### config.mk
export PLATFORM = sky130hd
export DESIGN_NAME = pn_sequence_correlator_flat
export DESIGN_NICKNAME = d
export VERILOG_FILES = /design/src/design/pnc_pkg.sv /design/src/design/pnc_in_if.sv /design/src/design/pnc_out_if.sv /design/src/design/pnc_pn_gen.sv /design/src/design/pnc_lane.sv /design/src/design/pnc_readout.sv /design/src/design/pn_sequence_correlator.sv /design/src/flat_wrapper.sv
export SDC_FILE = /design/constraint.sdc
export NUM_CORES = 2
export LEC_CHECK = 0
export BUFFER_PORTS_ARGS = -buffer_cell sky130_fd_sc_hd__buf_2
export CAP_MARGIN = 20
export CORE_ASPECT_RATIO = 1.25
export CORE_MARGIN = 1.5
export CORE_UTILIZATION = 40
export DETAILED_ROUTE_END_ITERATION = 10
export PLACE_DENSITY = 0.62
export SLEW_MARGIN = 20
export SYNTH_ARGS = -nofsm -noshare
export SYNTH_HDL_FRONTEND = slang
export SYNTH_SLANG_ARGS = --single-unit
### constraint.sdc
create_clock -name clk -period 10.4 [get_ports clk]
set_clock_uncertainty 0.2 [all_clocks]
set_input_delay 0 -clock clk [delete_from_list [all_inputs] [get_ports clk]]
set_output_delay 0 -clock clk [all_outputs]
set_load 0.01 [all_outputs]
### src/design/pnc_pkg.sv
// pnc_pkg: shared types and constants for the pn sequence correlator
// no dependencies; imported by every other design file

package pnc_pkg;

	// array geometry
	localparam int LANES   = 4;
	localparam int PHASES  = 8;
	localparam int LANE_W  = (LANES > 1) ? $clog2(LANES) : 1;
	localparam int PHASE_W = $clog2(PHASES);

	// field widths
	localparam int OP_W     = 2;
	localparam int WORD_W   = 32;
	localparam int LFSR_W   = 16;
	localparam int PN_W     = 8;
	localparam int ACC_W    = 16;
	localparam int CFG_IDX_W  = 1;
	localparam int CFG_DATA_W = 16;

	// register reset values
	localparam logic [LFSR_W-1:0] TAP_RESET  = 16'hD008;
	localparam logic [LFSR_W-1:0] SEED_RESET = 16'hABCD;

	typedef logic [ACC_W-1:0] acc_t;
	typedef logic [PN_W-1:0]  pn_t;

	// operation codes carried on the input word
	typedef enum logic [OP_W-1:0] {
		OP_RESTART   = 2'd0,
		OP_CORRELATE = 2'd1,
		OP_READOUT   = 2'd2
	} op_t;

	// register indexes of the configuration port
	typedef enum logic [CFG_IDX_W-1:0] {
		REG_TAP_MASK = 1'b0,
		REG_SEED     = 1'b1
	} reg_idx_t;

	// per-word control from the top level to the lanes and generator
	typedef struct packed {
		logic restart;
		logic advance;
	} pnc_ctl_t;

endpackage

### src/design/pnc_in_if.sv
// pnc_in_if: input channel, valid/ready with operation and sample word
// depends on pnc_pkg

interface pnc_in_if import pnc_pkg::*; ();
	logic              valid;
	logic              ready;
	logic [OP_W-1:0]   operation;
	logic [WORD_W-1:0] sample_word;

	modport source (output valid, output operation, output sample_word, input ready);
	modport sink   (input valid, input operation, input sample_word, output ready);
endinterface

### src/design/pnc_out_if.sv
// pnc_out_if: result channel, valid/ready with one accumulator report
// depends on pnc_pkg

interface pnc_out_if import pnc_pkg::*; ();
	logic                    valid;
	logic                    ready;
	logic [1:0]              lane;
	logic [2:0]              phase;
	logic signed [ACC_W-1:0] sum;
	logic                    last;

	modport source (output valid, output lane, output phase, output sum, output last,
		input ready);
	modport sink   (input valid, input lane, input phase, input sum, input last,
		output ready);
endinterface

### src/design/pnc_pn_gen.sv
// pnc_pn_gen: galois lfsr and pn shift byte, eight steps unrolled per word
// depends on pnc_pkg

module pnc_pn_gen import pnc_pkg::*; (
	input  logic              clk,
	input  logic              arst_n,
	input  pnc_ctl_t          ctl,
	input  logic [LFSR_W-1:0] tap_mask,
	input  logic [LFSR_W-1:0] seed,
	output pn_t [PHASES-1:0]  pn_bytes
);

	logic [LFSR_W-1:0] lfsr_q;
	pn_t               pn_q;
	logic [LFSR_W-1:0] lfsr_next;
	pn_t               pn_next;

	// step the lfsr once per phase, shifting its output bit into the byte
	always_comb begin
		logic [LFSR_W-1:0] st;
		pn_t               pb;
		logic              bit_out;
		st = lfsr_q;
		pb = pn_q;
		for (int p = 0; p < PHASES; p++) begin
			bit_out = st[0];
			st = st >> 1;
			if (bit_out)
				st = st ^ tap_mask;
			pb = {pb[PN_W-2:0], bit_out};
			pn_bytes[p] = pb;
		end
		lfsr_next = st;
		pn_next   = pb;
	end

	// state registers
	always_ff @(posedge clk or negedge arst_n) begin
		if (!arst_n) begin
			lfsr_q <= SEED_RESET;
			pn_q   <= '0;
		end else if (ctl.restart) begin
			lfsr_q <= seed;
			pn_q   <= '0;
		end else if (ctl.advance) begin
			lfsr_q <= lfsr_next;
			pn_q   <= pn_next;
		end
	end

endmodule

### src/design/pnc_lane.sv
// pnc_lane: one byte lane, eight phase accumulators updated per word
// depends on pnc_pkg

module pnc_lane import pnc_pkg::*; (
	input  logic              clk,
	input  logic              arst_n,
	input  pnc_ctl_t          ctl,
	input  pn_t [PHASES-1:0]  pn_bytes,
	input  pn_t               sample_byte,
	output acc_t [PHASES-1:0] sums
);

	acc_t [PHASES-1:0] acc_q;
	acc_t [PHASES-1:0] acc_next;

	// add 2*popcount - 8 of the xor for every phase
	always_comb begin
		pn_t        x;
		logic [3:0] ones;
		for (int p = 0; p < PHASES; p++) begin
			x    = pn_bytes[p] ^ sample_byte;
			ones = '0;
			for (int b = 0; b < PN_W; b++)
				ones = ones + {3'b000, x[b]};
			acc_next[p] = acc_q[p] + {{(ACC_W-5){1'b0}}, ones, 1'b0} - acc_t'(PN_W);
		end
	end

	always_ff @(posedge clk or negedge arst_n) begin
		if (!arst_n)
			acc_q <= '0;
		else if (ctl.restart)
			acc_q <= '0;
		else if (ctl.advance)
			acc_q <= acc_next;
	end

	assign sums = acc_q;

endmodule

### src/design/pnc_readout.sv
// pnc_readout: merging stage, walks all lane sums into the output register
// depends on pnc_pkg and pnc_out_if

module pnc_readout import pnc_pkg::*; (
	input  logic                          clk,
	input  logic                          arst_n,
	input  logic                          start,
	input  acc_t [LANES-1:0][PHASES-1:0]  sums,
	output logic                          busy,
	pnc_out_if.source                     result
);

	logic               busy_q;
	logic [LANE_W-1:0]  lane_q;
	logic [PHASE_W-1:0] phase_q;
	logic               valid_q;
	logic [1:0]         lane_out_q;
	logic [2:0]         phase_out_q;
	acc_t               sum_q;
	logic               last_q;
	logic               load;
	logic               at_end;
	logic [LANE_W+1:0]  lane_ext;

	assign at_end   = (lane_q == LANE_W'(LANES-1)) && (phase_q == PHASE_W'(PHASES-1));
	assign load     = busy_q && (!valid_q || result.ready);
	assign lane_ext = {2'b00, lane_q};

	// sequencer over lane-major order
	always_ff @(posedge clk or negedge arst_n) begin
		if (!arst_n) begin
			busy_q  <= 1'b0;
			lane_q  <= '0;
			phase_q <= '0;
		end else if (start) begin
			busy_q  <= 1'b1;
			lane_q  <= '0;
			phase_q <= '0;
		end else if (load) begin
			if (at_end)
				busy_q <= 1'b0;
			if (phase_q == PHASE_W'(PHASES-1)) begin
				phase_q <= '0;
				lane_q  <= lane_q + 1'b1;
			end else begin
				phase_q <= phase_q + 1'b1;
			end
		end
	end

	// output word register
	always_ff @(posedge clk or negedge arst_n) begin
		if (!arst_n)
			valid_q <= 1'b0;
		else if (load)
			valid_q <= 1'b1;
		else if (result.ready)
			valid_q <= 1'b0;
	end

	always_ff @(posedge clk) begin
		if (load) begin
			lane_out_q  <= lane_ext[1:0];
			phase_out_q <= 3'(phase_q);
			sum_q       <= sums[lane_q][phase_q];
			last_q      <= at_end;
		end
	end

	assign busy         = busy_q;
	assign result.valid = valid_q;
	assign result.lane  = lane_out_q;
	assign result.phase = phase_out_q;
	assign result.sum   = sum_q;
	assign result.last  = last_q;

endmodule

### src/design/pn_sequence_correlator.sv
// pn_sequence_correlator: lfsr pn correlator over four byte lanes
// restart and correlate words update the state on acceptance, one word per cycle while ready
// readout: the sequencer starts on acceptance, then one word per cycle for 32
// words, paced by the output register; input is held off until the last is loaded
// async active-low reset: registers to 0xD008/0xABCD, lfsr to 0xABCD, sums to zero
// depends on pnc_pkg, pnc_in_if, pnc_out_if, pnc_pn_gen, pnc_lane, pnc_readout

module pn_sequence_correlator import pnc_pkg::*; (
	input  logic                  clk,
	input  logic                  arst_n,
	input  logic                  cfg_we,
	input  logic [CFG_IDX_W-1:0]  cfg_index,
	input  logic [CFG_DATA_W-1:0] cfg_data,
	pnc_in_if.sink                sample,
	pnc_out_if.source             result
);

	logic [LFSR_W-1:0]            tap_mask_q;
	logic [LFSR_W-1:0]            seed_q;
	logic                         busy;
	logic                         accept;
	op_t                          op;
	pnc_ctl_t                     ctl;
	pn_t [PHASES-1:0]             pn_bytes;
	acc_t [LANES-1:0][PHASES-1:0] sums;
	logic                         start;

	// configuration registers
	always_ff @(posedge clk or negedge arst_n) begin
		if (!arst_n) begin
			tap_mask_q <= TAP_RESET;
			seed_q     <= SEED_RESET;
		end else if (cfg_we) begin
			unique case (reg_idx_t'(cfg_index))
				REG_TAP_MASK: tap_mask_q <= cfg_data;
				REG_SEED:     seed_q     <= cfg_data;
				default:      ;
			endcase
		end
	end

	// decode the accepted word
	assign sample.ready = !busy;
	assign accept       = sample.valid && sample.ready;
	assign op           = op_t'(sample.operation);

	always_comb begin
		ctl   = '0;
		start = 1'b0;
		if (accept) begin
			unique case (op)
				OP_RESTART:   ctl.restart = 1'b1;
				OP_CORRELATE: ctl.advance = 1'b1;
				OP_READOUT:   start       = 1'b1;
				default:      ;
			endcase
		end
	end

	pnc_pn_gen u_pn_gen (
		.clk      (clk),
		.arst_n   (arst_n),
		.ctl      (ctl),
		.tap_mask (tap_mask_q),
		.seed     (seed_q),
		.pn_bytes (pn_bytes)
	);

	// one correlator per byte lane; lanes past the word see a zero byte
	for (genvar l = 0; l < LANES; l++) begin : g_lane
		pn_t lane_byte;
		if (l < 4) begin : g_in_word
			assign lane_byte = sample.sample_word[8*l +: 8];
		end else begin : g_past_word
			assign lane_byte = '0;
		end
		pnc_lane u_lane (
			.clk         (clk),
			.arst_n      (arst_n),
			.ctl         (ctl),
			.pn_bytes    (pn_bytes),
			.sample_byte (lane_byte),
			.sums        (sums[l])
		);
	end

	pnc_readout u_readout (
		.clk    (clk),
		.arst_n (arst_n),
		.start  (start),
		.sums   (sums),
		.busy   (busy),
		.result (result)
	);

endmodule

### src/flat_wrapper.sv
// flat-port wrapper written by rule: the top's interface ports become plain ports
module pn_sequence_correlator_flat import pnc_pkg::*;
  (clk, arst_n, cfg_we, cfg_index, cfg_data, sample_valid, sample_operation, sample_sample_word, sample_ready, result_valid, result_lane, result_phase, result_sum, result_last, result_ready);
  pnc_in_if sample_i ();
  pnc_out_if result_i ();
  input  logic clk;
  input  logic arst_n;
  input  logic cfg_we;
  input  logic [CFG_IDX_W-1:0] cfg_index;
  input  logic [CFG_DATA_W-1:0] cfg_data;
  input wire logic [$bits(sample_i.valid)-1:0] sample_valid;
  input wire logic [$bits(sample_i.operation)-1:0] sample_operation;
  input wire logic [$bits(sample_i.sample_word)-1:0] sample_sample_word;
  output wire logic [$bits(sample_i.ready)-1:0] sample_ready;
  output wire logic [$bits(result_i.valid)-1:0] result_valid;
  output wire logic [$bits(result_i.lane)-1:0] result_lane;
  output wire logic [$bits(result_i.phase)-1:0] result_phase;
  output wire logic [$bits(result_i.sum)-1:0] result_sum;
  output wire logic [$bits(result_i.last)-1:0] result_last;
  input wire logic [$bits(result_i.ready)-1:0] result_ready;
  assign sample_i.valid = sample_valid;
  assign sample_i.operation = sample_operation;
  assign sample_i.sample_word = sample_sample_word;
  assign sample_ready = sample_i.ready;
  assign result_valid = result_i.valid;
  assign result_lane = result_i.lane;
  assign result_phase = result_i.phase;
  assign result_sum = result_i.sum;
  assign result_last = result_i.last;
  assign result_i.ready = result_ready;
  pn_sequence_correlator u_core (.clk(clk), .arst_n(arst_n), .cfg_we(cfg_we), .cfg_index(cfg_index), .cfg_data(cfg_data), .sample(sample_i), .result(result_i));
endmodule
-- Yosys cells after proc, flatten, opt, wreduce, memory -nomap -nowiden
Index checks and enable logic that the tools add are counted.
- input bits: 56
- word-level logic and storage cells: 437
- bits in registers: 596
- output and inout bits: 24
- eq/ne operators: 4
- reduce and logical (&&, ||, !) cells: 16
- add/sub/neg operators: 290
- order comparisons: 2
- mux-type cells: 40
- bitwise operators: 41
- operators by type and width (kind ; count):
    $mux W128 ; 9
    $add A16 B5 Y16 ; 32
    $add A4 B1 Y4 ; 128
    $sub A16 B4 Y16 const B ; 32
    $bmux W128 S2 ; 1
    $xor A8 B8 Y8 ; 32
    $mux W16 ; 11
    $add A3 B1 Y4 ; 32
    $xor A15 B16 Y16 ; 8
    $add A2 B1 Y3 ; 32
    $add A1 B1 Y2 ; 32
    $bmux W16 S3 ; 1
    $mux W7 ; 2
    $reduce_bool A2 Y1 ; 5
    $mux W1 ; 9
    $mux W3 ; 3
    $mux W2 ; 4
    $reduce_and A2 Y1 ; 4
    $eq A2 B2 Y1 const B ; 2
    $lt A3 B4 Y1 const B ; 1
    $add A3 B1 Y3 const B ; 1
    $eq A3 B3 Y1 const B ; 1
    $logic_and A1 B1 Y1 ; 3
    $lt A2 B3 Y1 const B ; 1
    6 further kinds ; 7

-- Logic depth before layout (Yosys ltp)
- word-level depth: 26
- gate-level depth with buffers: 36
- depth with buffers taken out: 32

-- Cells and area by module
Synthesis repeated with hierarchy kept, for this count alone.
- cell total of the unflattened synthesis: 6791
- area, all modules: 59926.2 um^2
- modules (own cells, without submodules) (module ; area an instance (um^2) ; cells each ; instances ; sequential area each (um^2)):
    pnc_lane at u_core.g_lane[2].u_lane ; 12438.2 ; 1426 ; 1 ; 3002.9
    pnc_lane at u_core.g_lane[1].u_lane ; 12374.4 ; 1400 ; 1 ; 3002.9
    pnc_lane at u_core.g_lane[0].u_lane ; 12020.3 ; 1357 ; 1 ; 3002.9
    pnc_lane at u_core.g_lane[3].u_lane ; 11940.2 ; 1387 ; 1 ; 3002.9
    pnc_readout ; 5639.2 ; 622 ; 1 ; 835.8
    pnc_pn_gen ; 4216.5 ; 526 ; 1 ; 588.1
    pn_sequence_correlator ; 1297.5 ; 73 ; 1 ; 818.3

-- Least setup slack after synthesis
No wires, ideal clock.
- kind: reg-to-reg
- start point: register u_core.u_pn_gen.lfsr_q[0]
- end point: register u_core.g_lane[3].u_lane.acc_q (netlist bit u_core.g_lane[3].u_lane.sums[111])
- clock period less this slack: 8.642 ns
- library setup time: 0.136 ns
- cell stages (with the launch flop): 35
- path slack: 1.758 ns
- arrival time: 8.305 ns
- path buffers: 3
- required time: 10.064 ns
- cells stage by stage: dfstp_2 -> mux2_4 -> a221oi_4 -> mux2i_1 -> xnor2_2 -> xnor2_1 -> a31o_1 -> or3_4 -> and2_2 -> clkbuf_1 -> buf_6 -> buf_4 -> xnor2_1 -> fa_1 -> fa_1 -> fa_1 -> inv_1 -> ha_1 -> inv_1 -> fa_1 -> xor2_1 -> ha_1 -> inv_1 -> ha_1 -> a21o_1 -> a21oi_1 -> o21bai_1 -> a21oi_1 -> o21bai_1 -> a211o_1 -> a2111oi_0 -> nor2_1 -> mux2i_1 -> o211ai_1 -> or3b_2
- longest elaborated chain between the ends: 23
- RTL lines (element ; line ; RTL):
    from (decl) ; pnc_pn_gen.sv:13 ; logic [LFSR_W-1:0] lfsr_q;
    from (signal assigned) ; pnc_pn_gen.sv:46 ; lfsr_q <= lfsr_next;
    $mux W16 ; pnc_pn_gen.sv:28 ; if (bit_out)
    $xor A15 B16 Y16 ; pnc_pn_gen.sv:29 ; st = st ^ tap_mask;
    $mux W16 ; pnc_pn_gen.sv:28 ;
    $xor A15 B16 Y16 ; pnc_pn_gen.sv:29 ;
    $mux W16 ; pnc_pn_gen.sv:28 ;
    $xor A15 B16 Y16 ; pnc_pn_gen.sv:29 ;
    $mux W16 ; pnc_pn_gen.sv:28 ;
    $xor A15 B16 Y16 ; pnc_pn_gen.sv:29 ;
    (+5 left out) ; - ;
    $add A2 B1 Y3 ; pnc_lane.sv:24 ; ones = ones + {3'b000, x[b]};
    $add A3 B1 Y4 ; pnc_lane.sv:24 ;
    $add A4 B1 Y4 (2 in series) ; pnc_lane.sv:24 ;
    $add A4 B1 Y4 * (2 in series) ; pnc_lane.sv:24 ;
    $add A16 B5 Y16 * ; pnc_lane.sv:25 ; acc_next[p] = acc_q[p] + {{(ACC_W-5){1'b0}}, ones, 1'b0} - acc_t'(PN_W);
    $sub A16 B4 Y16 * ; pnc_lane.sv:25 ;
    $mux W128 * ; pnc_lane.sv:34 ; else if (ctl.advance)
    $mux W128 * ; pnc_lane.sv:32 ; else if (ctl.restart)
    to (signal assigned) ; pnc_lane.sv:35 ; acc_q <= acc_next;
    to (decl) ; pnc_lane.sv:13 ; acc_t [PHASES-1:0] acc_q;
Mark *: on every way between the ends. The rest lies on a longest branch, timed or not. The select of a mux whose other input is x is not followed.
A chain may end at the register's enable or synchronous reset.

-- Worst setup path after layout
Same ends and word-level chain as after synthesis.

==> run summary <==
count leader, synth = inv_1
Seq cells post-synth = 564
fill cell count = 12519
layout cell share with drive strength beyond 1 = 0.0872
Core ar. = 0.132 sq mm
synth-to-layout area growth = 8.90%
Layout Utilization = 0.440
Clock transition at path regs = 60 ps
fin area = 0.0581 sq mm
row cnt = 149
pin count of the biggest net entering global routing = 183
Bufs and invs on worst path = 3
syn_nets = 6588
slowest cell delay on critical path = 800 ps
adder-cell share of the synthesized area = 0.211
first-pass GRT wire length = 229000 microns
Worst slew margin = 0.309
sequential-to-total area share from yosys stat = 0.267
1st-iter DRT viols = 2503
drt first pass iters = 5
share of the synthesized area in the top cell type = 0.243
grt total ovfl = 0
commonest cells in the netlist = inv_1, ha_1, dfrtp_1
Setup TNS Final = 0 ps
Final Max Tran Viols = 0
IO Pins = 80
CP Class = reg2reg
Synth warnings = 0
vias in the first global route = 40902
data arrival time of the critical path = 9720 ps
Clk Latency, worst-skew pair = 680 ps
gpl congestion = 0.843
RSZ-0062 raised after global routing = false
xor/xnor cell area share of the yosys netlist = 0.113
Worst path slowest cell = dfstp_2
CTS tree = done
initial antenna violation count = 17
TritonCTS Buffers = 70
die height = 411 microns
# Post-CTS Setup Buffers = 0
aggregate global-route resource usage = 0.211
Hold Violations, Final = 0
total number of H-tree levels = 3
Die Area = 0.136 sq mm
multiplexer share of the synthesized area = 0.0804
sequential cell area = 0.0143 sq mm
Post-synth EDFFs = 22
status = finished clean
CTS max path bufs = 3
r2r worst-path depth = 31
die span in x = 330 microns
PortBufs = 79
DRC violations left = 0
Final Routed Wirelength = 141000 microns
Final HPWL DP = 103000 microns
Worst Hold Margin = 189 ps
fin crit period = 9410 ps
WHS Path Cells = 7
via count = 40592
hold wc startpoint = sample_sample_word[31]
largest family of logic cells by synthesized area = adder cells
area of the multi-input gates = 0.0349 sq mm
critical-path maximum fanout = 24
clk sinks = 564
CP most frequent cell = fa_1
synthesized area = 0.0534 sq mm
CP Launch Point = u_core.u_pn_gen.lfsr_q[0]
worst hold path type = in2reg
critical path required time = 10720 ps
max-cap violations = 0
Compound-Gate Fraction of Synth Area = 0.148
Routed Antenna Nets = 0
Setup-failing EPs final = 0
crit end category = register
top post-synthesis cells by area = dfrtp_1, ha_1, xnor2_1
Levels on crit path = 31
dominant synthesized flop cell = dfrtp_1
Crit path max-delay family = adder cells
Root Buffer = clkbuf_16
cell taking the most area after synthesis = dfrtp_1
crit start category = register
effective utilization at floorplan = 0.404
wire length per cell = 18.8 microns
post_cts resized = 0
Nets = 6563
Vias/cell = 5.41
Worst-Margin Slew = 1040 ps
Avg Synthesized Cell Area = 9.32 sq um
simple-gate area share of the yosys netlist = 0.103
# hold bufs at CTS = 49
Yosys cell types = 88
Cells after Synth = 5729
Placed Area = 0.0553 sq mm
period utilization = 0.905
RR Startpoint = u_core.u_pn_gen.lfsr_q[0]
FMAX = 106 MHz
Async S/R FF share, synth = 0.961
==> worst register-to-register path, delay by kind of cell, from the launching register on <==
kind	cells	cell delay (ps)
AOI/OAI and AO/OA	10	2410
and+or+nand+nor	4	1410
muxes	3	920
buffers and inverters	3	200
adders and majority gates	7	2650
xor gates and xnor gates	4	700
DFF	1	800
==> sequential cells by signal, indices dropped and copies added (netlist names) <==
name and cells:
u_core.u_readout.result.phase 3, u_core.u_pn_gen.pn_q 7, u_core.u_readout.result.valid 1, u_core.u_readout.result.sum 16, u_core.u_pn_gen.lfsr_q 16, u_core.u_readout.lane_q 2, u_core.seed_q 16, u_core.u_readout.result.lane 2
u_core.tap_mask_q 16, u_core.u_readout.busy 1, u_core.g_lane.u_lane.sums 480, u_core.u_readout.result.last 1, u_core.u_readout.phase_q 3
==> stage by stage <==
stage	std cells	setup WS [ps]
after floorplan	5729	1760
after global placement	7318	1040
after detailed placement	7318	998
after CTS	7492	977
after global routing	7499	321
final	7505	993
==> final cells by class <==
type                       count  area share
clock inverter                19     0.00308
tap                         1736      0.0374
sequential                   564       0.245
inverter                     825      0.0533
antenna                       12    0.000517
timing repair buffer         170      0.0226
clock buffer                 106      0.0367
multi-input combinational   4073       0.601
==> metal layers <==
| metal | track usage | wire (microns) |
|---|---|---|
| met2 | 0.346 | 65400 |
| met1 | 0.285 | 64900 |
| met5 | 0 | 98 |
| met3 | 0.0323 | 6300 |
| met4 | 0.0672 | 4330 |
==> placed cells by master, fill, tap and decap left out, drive strengths merged, types with 10 or more instances in the layout <==
cell type    Yosys  layout
nor2b           43      43
edfxtp          22      22
a21oi          235     235
clkinv           0      14
o21ai          275     275
mux2i           36      36
dlygate4sd3      0      48
ha             643     643
nand3          138     138
inv            825     826
o21a            31      31
o32ai           81      81
xnor3           14      14
mux4           150     150
nand2          454     454
nor3           126     126
a21o            70      70
dfstp           24      24
a211oi          12      12
mux2            49      49
a21boi          69      69
diode            0      12
a2111oi         21      21
xnor2          431     431
nor4            11      11
o21bai          24      24
a211o           70      70
and3            87      87
clkbuf         210     106
o311ai          10      10
or3             32      32
nor2           179     179
o22ai          208     208
xor2           214     214
o31ai           63      63
buf             56     122
dfrtp          518     518
nand2b          56      56
fa             160     160
==> worst paths after layout <==
check	end	slack, ps
setup reg to reg	u_core.g_lane[3].u_lane.sums[111]	990
max in group asynchronous	u_core.u_readout.lane_q[0]	7930
hold / removal	u_core.g_lane[3].u_lane.sums[17]	190
hold reg to reg	u_core.g_lane[2].u_lane.sums[2]	290
min in group asynchronous	u_core.seed_q[12]	300
setup / recovery	u_core.g_lane[3].u_lane.sums[111]	990
==> cells by family after synthesis <==
family                     Yosys count
AOI/OAI and AO/OA                 1206
and+or+nand+nor                   1169
buffers and inverters             1092
adders and majority gates          803
xor gates and xnor gates           659
DFF                                564
muxes                              235
other                                1
Power is not shown: default switching activity piles up to over one toggle a cycle in this logic, so the estimate is an artifact.
